$ cat src/design/ahb_pkg.sv
package ahb_pkg;

    // bar height register is a fixed 11 bits wide
    localparam int BAR_W = 11;
    localparam int CFG_IDX_W = 3;

    // register indexes on the configuration channel
    localparam logic [CFG_IDX_W-1:0] CFG_ANIM_ENABLE = 3'd0;
    localparam logic [CFG_IDX_W-1:0] CFG_DURATION = 3'd1;
    localparam logic [CFG_IDX_W-1:0] CFG_CURVE_MODE = 3'd2;
    localparam logic [CFG_IDX_W-1:0] CFG_SCREEN_ROWS = 3'd3;
    localparam logic [CFG_IDX_W-1:0] CFG_BAR_ROWS = 3'd4;

    // register reset values
    localparam int ANIM_ENABLE_RST = 1;
    localparam int DURATION_RST = 25;
    localparam int CURVE_MODE_RST = 1;
    localparam int SCREEN_ROWS_RST = 1080;
    localparam int BAR_ROWS_RST = 30;

    // easing curve codes
    localparam logic [1:0] CURVE_LINEAR = 2'd0;
    localparam logic [1:0] CURVE_EASE_OUT = 2'd1;
    localparam logic [1:0] CURVE_IN_OUT = 2'd2;
    localparam logic [1:0] CURVE_BOUNCE = 2'd3;

    // bounce arc scale 121/16, rounded half up
    localparam int BOUNCE_MUL = 121;
    localparam int BOUNCE_RND = 8;
    localparam int BOUNCE_SHIFT = 4;

    typedef enum logic [3:0] {
        ST_IDLE,
        ST_START,
        ST_DIV,
        ST_PREP,
        ST_SQUARE,
        ST_CUBE,
        ST_EVAL,
        ST_LERP,
        ST_POS,
        ST_FIN
    } state_t;

endpackage

$ cat src/design/ahb_div.sv
module ahb_div #(
    parameter int NUM_W = 10,
    parameter int Q_W = 16
) (
    input  logic             clk,
    input  logic             rst_n,
    input  logic             start,
    input  logic [NUM_W-1:0] num,
    input  logic [NUM_W-1:0] den,
    output logic             done,
    output logic [Q_W-1:0]   quot
);

    localparam int CNT_W = $clog2(Q_W + 1);

    logic [NUM_W-1:0] rem_reg, rem_next;
    logic [NUM_W-1:0] den_reg, den_next;
    logic [Q_W-1:0]   quot_reg, quot_next;
    logic [CNT_W-1:0] cnt_reg, cnt_next;
    logic             done_reg, done_next;
    logic [NUM_W:0]   shifted;
    logic             fit;

    // restoring division, one quotient bit per cycle, numerator below divisor
    always_comb
    begin
        shifted = {rem_reg, 1'b0};
        fit = shifted >= {1'b0, den_reg};
        rem_next = rem_reg;
        den_next = den_reg;
        quot_next = quot_reg;
        cnt_next = cnt_reg;
        done_next = 1'b0;
        if (start)
        begin
            rem_next = num;
            den_next = den;
            quot_next = '0;
            cnt_next = CNT_W'(Q_W);
        end
        else if (cnt_reg != '0)
        begin
            rem_next = fit ? NUM_W'(shifted - {1'b0, den_reg}) : shifted[NUM_W-1:0];
            quot_next = {quot_reg[Q_W-2:0], fit};
            cnt_next = cnt_reg - CNT_W'(1);
            done_next = (cnt_reg == CNT_W'(1));
        end
    end

    always_ff @(posedge clk or negedge rst_n)
    begin
        if (!rst_n)
        begin
            rem_reg <= '0;
            den_reg <= '0;
            quot_reg <= '0;
            cnt_reg <= '0;
            done_reg <= 1'b0;
        end
        else
        begin
            rem_reg <= rem_next;
            den_reg <= den_next;
            quot_reg <= quot_next;
            cnt_reg <= cnt_next;
            done_reg <= done_next;
        end
    end

    assign done = done_reg;
    assign quot = quot_reg;

endmodule

$ cat src/design/ahb_mul.sv
module ahb_mul #(
    parameter int A_W = 28,
    parameter int B_W = 17,
    parameter int FRAC = 16
) (
    input  logic                  clk,
    input  logic                  rst_n,
    input  logic [A_W-1:0]        a,
    input  logic [B_W-1:0]        b,
    output logic [A_W+B_W-FRAC:0] rnd
);

    localparam int P_W = A_W + B_W + 1;

    logic [P_W-1:0] prod_reg, prod_next;
    logic [P_W-1:0] sum;

    assign prod_next = P_W'(a) * P_W'(b);

    always_ff @(posedge clk or negedge rst_n)
    begin
        if (!rst_n)
            prod_reg <= '0;
        else
            prod_reg <= prod_next;
    end

    // round half up on the registered product
    assign sum = prod_reg + (P_W'(1) << (FRAC - 1));
    assign rnd = sum[P_W-1:FRAC];

endmodule

$ cat src/design/autohide_bar_eased_slide.sv
// a jump or rest goes through ST_START and ST_FIN into the output register; an eased
// slide tick adds ST_DIV (the divider), ST_PREP, ST_SQUARE, ST_CUBE, ST_EVAL, ST_LERP,
// ST_POS, fewer for linear or bounce and for the tick that ends a slide
// one tick at a time; the next input is taken once the result is registered;
// the restoring divider (one bit a cycle) and shared multiplier set each tick's length
// reset: rst_n clears all state asynchronously; registers return to their defaults
module autohide_bar_eased_slide #(
    parameter int FRAC_BITS = 16,
    parameter int ROW_BITS = 12,
    parameter int TICK_BITS = 10,
    localparam int IN_W = ((ROW_BITS + 1 + 7) / 8) * 8,
    localparam int OUT_W = ((ROW_BITS + 2 + 7) / 8) * 8,
    localparam int CFG_W = (ROW_BITS > TICK_BITS)
        ? ((ROW_BITS > ahb_pkg::BAR_W) ? ROW_BITS : ahb_pkg::BAR_W)
        : ((TICK_BITS > ahb_pkg::BAR_W) ? TICK_BITS : ahb_pkg::BAR_W)
) (
    input  logic                          clk,
    input  logic                          rst_n,
    input  logic                          s_tvalid,
    output logic                          s_tready,
    input  logic [IN_W-1:0]               s_tdata,   // pointer_row, force_show
    output logic                          m_tvalid,
    input  logic                          m_tready,
    output logic [OUT_W-1:0]              m_tdata,   // bar_row, sliding, shown
    input  logic                          cfg_valid,
    output logic                          cfg_ready,
    input  logic [ahb_pkg::CFG_IDX_W-1:0] cfg_index,
    input  logic [CFG_W-1:0]              cfg_data
);

    localparam int FXW = ROW_BITS + FRAC_BITS;        // row position with fraction
    localparam int EW = FRAC_BITS + 1;                // progress and eased value, 0..1
    localparam int XW = (ROW_BITS > ahb_pkg::BAR_W) ? ROW_BITS : ahb_pkg::BAR_W;
    localparam int BNW = FRAC_BITS + 9;               // bounce arc before clamping
    localparam int MRW = FXW + EW - FRAC_BITS + 1;    // rounded multiplier result
    localparam int ONE_I = 1 << FRAC_BITS;

    localparam logic [EW-1:0] FX_ONE = EW'(ONE_I);
    localparam logic [EW-1:0] FX_HALF = EW'(ONE_I / 2);
    localparam logic [FXW:0]  POS_HALF = (FXW + 1)'(ONE_I / 2);

    // bounce breakpoints, centres and offsets rounded to nearest
    localparam logic [EW-1:0] BRK_1 = EW'((ONE_I * 4 + 5) / 11);
    localparam logic [EW-1:0] BRK_2 = EW'((ONE_I * 8 + 5) / 11);
    localparam logic [EW-1:0] BRK_3 = EW'((ONE_I * 10 + 5) / 11);
    localparam logic [EW-1:0] CTR_1 = EW'((ONE_I * 6 + 5) / 11);
    localparam logic [EW-1:0] CTR_2 = EW'((ONE_I * 9 + 5) / 11);
    localparam logic [EW-1:0] CTR_3 = EW'((ONE_I * 21 + 11) / 22);
    localparam logic [EW-1:0] OFS_1 = EW'((ONE_I * 3 + 2) / 4);
    localparam logic [EW-1:0] OFS_2 = EW'((ONE_I * 15 + 8) / 16);
    localparam logic [EW-1:0] OFS_3 = EW'((ONE_I * 63 + 32) / 64);

    // configuration registers
    logic                       anim_reg;
    logic [TICK_BITS-1:0]       dur_reg;
    logic [1:0]                 curve_reg;
    logic [ROW_BITS-1:0]        screen_reg;
    logic [ahb_pkg::BAR_W-1:0]  bar_reg;

    // animator state and sequencer scratch registers
    ahb_pkg::state_t            state_reg, state_next;
    logic                       primed_reg, primed_next;
    logic [ROW_BITS-1:0]        target_reg, target_next;
    logic [FXW-1:0]             start_reg, start_next;
    logic [FXW-1:0]             cur_reg, cur_next;
    logic [TICK_BITS-1:0]       elapsed_reg, elapsed_next;
    logic                       active_reg, active_next;
    logic [EW-1:0]              t_reg, t_next;
    logic [EW-1:0]              x_reg, x_next;
    logic [EW-1:0]              add_reg, add_next;
    logic [EW-1:0]              e_reg, e_next;
    logic [ROW_BITS-1:0]        row_reg, row_next;

    // output register, parts the sequencer from the result side
    logic                       out_valid_reg, out_valid_next;
    logic [ROW_BITS-1:0]        out_row_reg, out_row_next;
    logic                       out_sliding_reg, out_sliding_next;
    logic                       out_shown_reg, out_shown_next;

    // tick decision
    logic [ROW_BITS-1:0]        ptr;
    logic                       force_show;
    logic [ROW_BITS-1:0]        exp_row;
    logic [ROW_BITS-1:0]        hid_row;
    logic [ROW_BITS-1:0]        tgt0;
    logic [FXW-1:0]             cur0;
    logic                       expand;
    logic [ROW_BITS-1:0]        wanted;

    // divider and shared multiplier
    logic                       div_start;
    logic                       div_done;
    logic [FRAC_BITS-1:0]       div_quot;
    logic [FXW-1:0]             mul_a;
    logic [EW-1:0]              mul_b;
    logic [MRW-1:0]             mul_rnd;

    // datapath helpers
    logic [FXW-1:0]             tgt_fx;
    logic                       going_down;
    logic [FXW-1:0]             mag;
    logic [FXW-1:0]             delta;
    logic [FXW-1:0]             cur_calc;
    logic [FXW:0]               row_sum;
    logic [EW-1:0]              sq;
    logic [BNW-1:0]             bnc;
    logic [EW+1:0]              c4;

    assign cfg_ready = 1'b1;
    assign s_tready = (state_reg == ahb_pkg::ST_IDLE);

    assign m_tvalid = out_valid_reg;
    assign m_tdata = OUT_W'({out_shown_reg, out_sliding_reg, out_row_reg});

    // register file, takes a write on any cycle; the sender keeps writes to idle times
    always_ff @(posedge clk or negedge rst_n)
    begin
        if (!rst_n)
        begin
            anim_reg <= 1'(ahb_pkg::ANIM_ENABLE_RST);
            dur_reg <= TICK_BITS'(ahb_pkg::DURATION_RST);
            curve_reg <= 2'(ahb_pkg::CURVE_MODE_RST);
            screen_reg <= ROW_BITS'(ahb_pkg::SCREEN_ROWS_RST);
            bar_reg <= ahb_pkg::BAR_W'(ahb_pkg::BAR_ROWS_RST);
        end
        else if (cfg_valid)
        begin
            case (cfg_index)
                ahb_pkg::CFG_ANIM_ENABLE: anim_reg <= cfg_data[0];
                ahb_pkg::CFG_DURATION:    dur_reg <= cfg_data[TICK_BITS-1:0];
                ahb_pkg::CFG_CURVE_MODE:  curve_reg <= cfg_data[1:0];
                ahb_pkg::CFG_SCREEN_ROWS: screen_reg <= cfg_data[ROW_BITS-1:0];
                ahb_pkg::CFG_BAR_ROWS:    bar_reg <= cfg_data[ahb_pkg::BAR_W-1:0];
                default:                  ;
            endcase
        end
    end

    // expanded and hidden rows, both saturating at zero
    always_comb
    begin
        exp_row = (XW'(screen_reg) > XW'(bar_reg))
            ? ROW_BITS'(XW'(screen_reg) - XW'(bar_reg)) : '0;
        hid_row = (screen_reg >= ROW_BITS'(2)) ? screen_reg - ROW_BITS'(2) : '0;
    end

    // target decision with hysteresis; the first tick after reset starts off screen
    always_comb
    begin
        ptr = s_tdata[ROW_BITS-1:0];
        force_show = s_tdata[ROW_BITS];
        if (primed_reg)
        begin
            tgt0 = target_reg;
            cur0 = cur_reg;
        end
        else
        begin
            tgt0 = (screen_reg != '0) ? screen_reg - ROW_BITS'(1) : '0;
            cur0 = {tgt0, {FRAC_BITS{1'b0}}};
        end
        if (tgt0 == exp_row)
            expand = force_show || (ptr >= exp_row);
        else
            expand = force_show || (ptr >= hid_row);
        wanted = expand ? exp_row : hid_row;
    end

    // slide direction and distance
    always_comb
    begin
        tgt_fx = {target_reg, {FRAC_BITS{1'b0}}};
        going_down = tgt_fx < start_reg;
        mag = going_down ? start_reg - tgt_fx : tgt_fx - start_reg;
        delta = mul_rnd[FXW-1:0];
        if (!going_down)
            cur_calc = start_reg + delta;
        else
            cur_calc = (delta > start_reg) ? '0 : start_reg - delta;
        row_sum = {1'b0, cur_calc} + POS_HALF;
        sq = mul_rnd[EW-1:0];
        bnc = ((BNW'(sq) * BNW'(ahb_pkg::BOUNCE_MUL) + BNW'(ahb_pkg::BOUNCE_RND))
            >> ahb_pkg::BOUNCE_SHIFT) + BNW'(add_reg);
        c4 = {sq, 2'b00};
    end

    // sequencer
    always_comb
    begin
        state_next = state_reg;
        primed_next = primed_reg;
        target_next = target_reg;
        start_next = start_reg;
        cur_next = cur_reg;
        elapsed_next = elapsed_reg;
        active_next = active_reg;
        t_next = t_reg;
        x_next = x_reg;
        add_next = add_reg;
        e_next = e_reg;
        row_next = row_reg;
        out_valid_next = out_valid_reg && !m_tready;
        out_row_next = out_row_reg;
        out_sliding_next = out_sliding_reg;
        out_shown_next = out_shown_reg;
        div_start = 1'b0;
        mul_a = '0;
        mul_b = '0;

        case (state_reg)
            ahb_pkg::ST_IDLE:
            begin
                if (s_tvalid)
                begin
                    primed_next = 1'b1;
                    target_next = tgt0;
                    cur_next = cur0;
                    // a new target restarts the slide from where the bar is now
                    if (wanted != tgt0)
                    begin
                        start_next = cur0;
                        target_next = wanted;
                        elapsed_next = '0;
                        active_next = 1'b1;
                    end
                    state_next = ahb_pkg::ST_START;
                end
            end

            ahb_pkg::ST_START:
            begin
                if (active_reg && anim_reg)
                begin
                    // progress uses the count before this tick's increment
                    if ((dur_reg == '0) || (elapsed_reg >= dur_reg))
                    begin
                        t_next = FX_ONE;
                        active_next = 1'b0;
                        state_next = ahb_pkg::ST_PREP;
                    end
                    else
                    begin
                        div_start = 1'b1;
                        state_next = ahb_pkg::ST_DIV;
                    end
                    if (elapsed_reg != '1)
                        elapsed_next = elapsed_reg + TICK_BITS'(1);
                end
                else
                begin
                    // resting or jumping straight to target
                    cur_next = tgt_fx;
                    active_next = 1'b0;
                    row_next = target_reg;
                    state_next = ahb_pkg::ST_FIN;
                end
            end

            ahb_pkg::ST_DIV:
            begin
                if (div_done)
                begin
                    t_next = EW'(div_quot);
                    state_next = ahb_pkg::ST_PREP;
                end
            end

            ahb_pkg::ST_PREP:
            begin
                state_next = ahb_pkg::ST_SQUARE;
                case (curve_reg)
                    ahb_pkg::CURVE_LINEAR:
                    begin
                        e_next = t_reg;
                        state_next = ahb_pkg::ST_LERP;
                    end
                    ahb_pkg::CURVE_EASE_OUT:
                        x_next = FX_ONE - t_reg;
                    ahb_pkg::CURVE_IN_OUT:
                        x_next = (t_reg < FX_HALF) ? t_reg : EW'((FX_ONE - t_reg) << 1);
                    ahb_pkg::CURVE_BOUNCE:
                    begin
                        // pick the arc, then distance from its centre
                        if (t_reg < BRK_1)
                        begin
                            x_next = t_reg;
                            add_next = '0;
                        end
                        else if (t_reg < BRK_2)
                        begin
                            x_next = (t_reg >= CTR_1) ? t_reg - CTR_1 : CTR_1 - t_reg;
                            add_next = OFS_1;
                        end
                        else if (t_reg < BRK_3)
                        begin
                            x_next = (t_reg >= CTR_2) ? t_reg - CTR_2 : CTR_2 - t_reg;
                            add_next = OFS_2;
                        end
                        else
                        begin
                            x_next = (t_reg >= CTR_3) ? t_reg - CTR_3 : CTR_3 - t_reg;
                            add_next = OFS_3;
                        end
                    end
                    default:
                        x_next = t_reg;
                endcase
            end

            ahb_pkg::ST_SQUARE:
            begin
                mul_a = FXW'(x_reg);
                mul_b = x_reg;
                state_next = ahb_pkg::ST_CUBE;
            end

            ahb_pkg::ST_CUBE:
            begin
                if (curve_reg == ahb_pkg::CURVE_BOUNCE)
                begin
                    e_next = (bnc > BNW'(FX_ONE)) ? FX_ONE : bnc[EW-1:0];
                    state_next = ahb_pkg::ST_LERP;
                end
                else
                begin
                    mul_a = FXW'(sq);
                    mul_b = x_reg;
                    state_next = ahb_pkg::ST_EVAL;
                end
            end

            ahb_pkg::ST_EVAL:
            begin
                // sq now holds the cube
                if (curve_reg == ahb_pkg::CURVE_IN_OUT && t_reg < FX_HALF)
                    e_next = (c4 > (EW + 2)'(FX_ONE)) ? FX_ONE : c4[EW-1:0];
                else if (curve_reg == ahb_pkg::CURVE_IN_OUT)
                    e_next = FX_ONE - (sq >> 1);
                else
                    e_next = (sq > FX_ONE) ? '0 : FX_ONE - sq;
                state_next = ahb_pkg::ST_LERP;
            end

            ahb_pkg::ST_LERP:
            begin
                mul_a = mag;
                mul_b = e_reg;
                state_next = ahb_pkg::ST_POS;
            end

            ahb_pkg::ST_POS:
            begin
                cur_next = cur_calc;
                row_next = (row_sum[FXW:FRAC_BITS] > (ROW_BITS + 1)'({ROW_BITS{1'b1}}))
                    ? '1 : row_sum[FRAC_BITS+ROW_BITS-1:FRAC_BITS];
                state_next = ahb_pkg::ST_FIN;
            end

            ahb_pkg::ST_FIN:
            begin
                // wait for the output register to free up
                if (!out_valid_reg || m_tready)
                begin
                    out_valid_next = 1'b1;
                    out_row_next = row_reg;
                    out_sliding_next = active_reg;
                    out_shown_next = (target_reg == exp_row);
                    state_next = ahb_pkg::ST_IDLE;
                end
            end

            default:
                state_next = ahb_pkg::ST_IDLE;
        endcase
    end

    always_ff @(posedge clk or negedge rst_n)
    begin
        if (!rst_n)
        begin
            state_reg <= ahb_pkg::ST_IDLE;
            primed_reg <= 1'b0;
            target_reg <= '0;
            start_reg <= '0;
            cur_reg <= '0;
            elapsed_reg <= '0;
            active_reg <= 1'b0;
            t_reg <= '0;
            x_reg <= '0;
            add_reg <= '0;
            e_reg <= '0;
            row_reg <= '0;
            out_valid_reg <= 1'b0;
            out_row_reg <= '0;
            out_sliding_reg <= 1'b0;
            out_shown_reg <= 1'b0;
        end
        else
        begin
            state_reg <= state_next;
            primed_reg <= primed_next;
            target_reg <= target_next;
            start_reg <= start_next;
            cur_reg <= cur_next;
            elapsed_reg <= elapsed_next;
            active_reg <= active_next;
            t_reg <= t_next;
            x_reg <= x_next;
            add_reg <= add_next;
            e_reg <= e_next;
            row_reg <= row_next;
            out_valid_reg <= out_valid_next;
            out_row_reg <= out_row_next;
            out_sliding_reg <= out_sliding_next;
            out_shown_reg <= out_shown_next;
        end
    end

    // progress divider: elapsed << FRAC_BITS over duration
    ahb_div #(
        .NUM_W (TICK_BITS),
        .Q_W   (FRAC_BITS)
    ) u_div (
        .clk   (clk),
        .rst_n (rst_n),
        .start (div_start),
        .num   (elapsed_reg),
        .den   (dur_reg),
        .done  (div_done),
        .quot  (div_quot)
    );

    // one multiplier serves square, cube and interpolation
    ahb_mul #(
        .A_W   (FXW),
        .B_W   (EW),
        .FRAC  (FRAC_BITS)
    ) u_mul (
        .clk   (clk),
        .rst_n (rst_n),
        .a     (mul_a),
        .b     (mul_b),
        .rnd   (mul_rnd)
    );

endmodule

$ cat config.mk
export PLATFORM = sky130hd
export DESIGN_NAME = autohide_bar_eased_slide
export DESIGN_NICKNAME = d
export VERILOG_FILES = /design/src/design/ahb_pkg.sv /design/src/design/ahb_div.sv /design/src/design/ahb_mul.sv /design/src/design/autohide_bar_eased_slide.sv
export SDC_FILE = /design/constraint.sdc
export NUM_CORES = 2
export LEC_CHECK = 0
export BUFFER_PORTS_ARGS = -buffer_cell sky130_fd_sc_hd__clkbuf_2
export CELL_PAD_IN_SITES_DETAIL_PLACEMENT = 1
export CELL_PAD_IN_SITES_GLOBAL_PLACEMENT = 1
export CORE_MARGIN = 2
export CORE_UTILIZATION = 31
export DETAILED_ROUTE_END_ITERATION = 10
export PLACE_DENSITY_LB_ADDON = 0.1
export SYNTH_ARGS = -nofsm -noshare
export SYNTH_HDL_FRONTEND = slang
export SYNTH_SLANG_ARGS = --single-unit
$ cat constraint.sdc
create_clock -name clk -period 11.9 [get_ports clk]
set_clock_uncertainty 0.15 [all_clocks]
set_input_delay 1.785 -clock clk [delete_from_list [all_inputs] [get_ports clk]]
set_output_delay 1.785 -clock clk [all_outputs]
set_load 0.01 [all_outputs]
==> out/results.ini <==
[status]
status=completed

[pwr]
power_density_nw_per_um2=203
p_leak_nw=20.7
internal_power_mw=4.07
ir_worst_vdd_mv=0.134
total_power_mw=8.84
seq_power_share_pct=19.9
netSwitchingFraction_pct=53.9
pwr-share-comb_pct=67.2
power.switching_mw=4.76
power_frac_clock_pct=12.9

[sta]
max_freq_ghz=0.0938
setup_ws_ps=1230
max_slew_margin_pct=16.7
setup_viol=0
timing.final.crit_period_ps=10670
worst_pin_slew_ps=1240
period_share_pct=89.6
drv_slew=0
hold_viol=0
rsz0062_at_grt=no
tns_ps=0

[critical_path]
cp_max_fo=15
crit_buf_inv=8
crit_arrival_ps=10950
worst_ep_required_time_ps=12190
max_stage_delay_ps=560
startpoint_type=flip-flop
ff2ff_setup_slack_ps=1230
reg2regPathDepth=40
rr_startpoint=target_reg[6]
cpMostUsedCell=inv_1
path_class=reg2reg
end_kind=flip-flop
cp_slowest_cell=fa_1
reg2reg_to=u_mul.prod_reg[43]
crit_family=adder cells

[synthesis]
synth_edf_count=0
syn_avg_cell_area_um2=8.24
synth_commonest_cells=nand2_1, inv_1, fa_1, nor2_1, ha_1
synth_ff_type=dfrtp_1
synthesis.area_um2=39900
syn_inst=4845
synthArstFlopShare_pct=100
synth_most_common_cell=nand2_1
yosys_warnings=0
seq_area_frac_synth_pct=17.1
synth_cell_types=97
synth_seq_cells=272
yosysTopAreaCell=fa_1
synth.area.top_cells=fa_1, dfrtp_1, ha_1
yosysTopAreaCellShare_pct=21.8

[final_layout]
fillers=15200
seq_area_um2=6820
diodes=0
largest_reg_flops=29
drive_gt1_share_pct=7.33
nNetsFinal=5636
fin_cells=6506
areaGrowthSynthToFinish_pct=9.07
multi_input_area_um2=29800
fin_util_pct=34.1

[placed_design]
port-buffer-count=48
place.gp.congestion=0.861
pre_cts_slack_ps=1180
hpwl_um=119000
placed_cells=6443

[clock_network]
cts_tree=built
cts_resized=0
cts.sinks=272
cts-htree-levels=2
cts.clk_slew.worst_paths_ps=60
cts_setup_buffers=0
numCtsBuffers=37
cts_buffer_depth=3
hold_buffers=0
cts-root-buf=clkbuf_16
insertion_delay_ps=580

[detailed_routing]
dr.pass1.iters=7
vias=34400
drc=0
postRouteAntennaNets=0
vias_per_cell=5.29
wl_per_cell_um=22.8
drt_iter0_markers=1811
routed_wl_um=149000

[grt]
grt_start_max_net_pins=116
grt_pass1_wl_um=232000
grt_pass1_vias=36700
antenna_found_initial=1
grt_usage_pct=22.8
grt.overflow.total=0

[hold_path]
min_from=cur_reg[7]
worstHoldEndpoint=cur_reg[7]
hold_path_class=reg2reg
holdPathStages=2

[die]
start_util_pct=31.2
die-area_um2=132000
fp.dieH_um=363
rows=131
fp.coreArea_um2=128000
ios=55
die_width_um=363

[flow_run]
maxCapViolCount=0

cells by family (layout without fill, tap and decap cells):
logic type	after synthesis	after routing	synth area share, %
compound gates	1058	1058	17.3
xor+xnor	226	226	4.96
fa+ha+maj	780	780	32.6
buf+inv	887	885	8.50
flops	272	272	17.1
mux	95	95	2.59
other cells	2	3	0.0188
simple gates	1525	1525	16.9
cell usage in the layout (no fill, tap or decap), types with 102 or more instances in the layout:
| master | n |
|---|---|
| a21oi_1 | 264 |
| dfrtp_1 | 259 |
| xnor2_1 | 158 |
| nand2_1 | 684 |
| inv_1 | 645 |
| o21ai_0 | 239 |
| fa_1 | 435 |
| buf_4 | 122 |
| nand3_1 | 102 |
| nor2_1 | 394 |
| ha_1 | 345 |
worst max-delay path by stage:
stage / from / end / slack [ps] / depth (start not counted)
after detailed placement: start_reg[1] / u_mul.prod_reg[43] / 1180 / 39
after CTS: start_reg[1] / u_mul.prod_reg[43] / 1130 / 39
final: target_reg[6] / u_mul.prod_reg[43] / 1230 / 40
after global placement: start_reg[1] / u_mul.prod_reg[43] / 1210 / 39
after floorplan: target_reg[1] / u_mul.prod_reg[43] / 1780 / 43
after global routing: start_reg[1] / u_mul.prod_reg[43] / 590 / 39
power by group through the flow:
| stage | logic, mW | registers, mW | clock network, mW |
|---|---|---|---|
| floorplan | 4.06 | 1.52 | 0 |
| global placement | 5.86 | 1.76 | 0 |
| detailed placement | 5.92 | 1.77 | 0 |
| CTS | 5.94 | 1.75 | 1.19 |
| global route | 6.56 | 1.81 | 1.21 |
| finish | 5.94 | 1.76 | 1.14 |
layer usage:
layer / routed length, um / vias to the layer above / global-route usage, %
met5: 0 / - / 0
met1: 70800 / 17700 / 31.8
met2: 70600 / 471 / 38.6
li1: - / 16100 / -
met4: 3180 / 0 / 4.74
met3: 3960 / 127 / 1.77
per-stage QoR:
step | instance area (um^2) | hold WS [ps]
floorplan | 39900 | 296
global placement | 42300 | 312
detailed placement | 42300 | 321
CTS | 43500 | 333
global route | 43500 | 357
finish | 43500 | 328
area by class of cell:
class / count / share of cell area [%]
multi-input cells: 3687 / 68.5
flip-flops and latches: 272 / 15.7
inverters: 651 / 5.62
well taps: 1662 / 4.78
repair buffers: 171 / 2.73
clock buffers: 51 / 2.39
clock inverters: 12 / 0.339
tightest hold or removal path: stages (launching register included):
cell	delay (ps)
dfrtp_1	340
nand2_1	50
o21ai_0	60
Note: power is estimated with default switching activity, not from simulation.
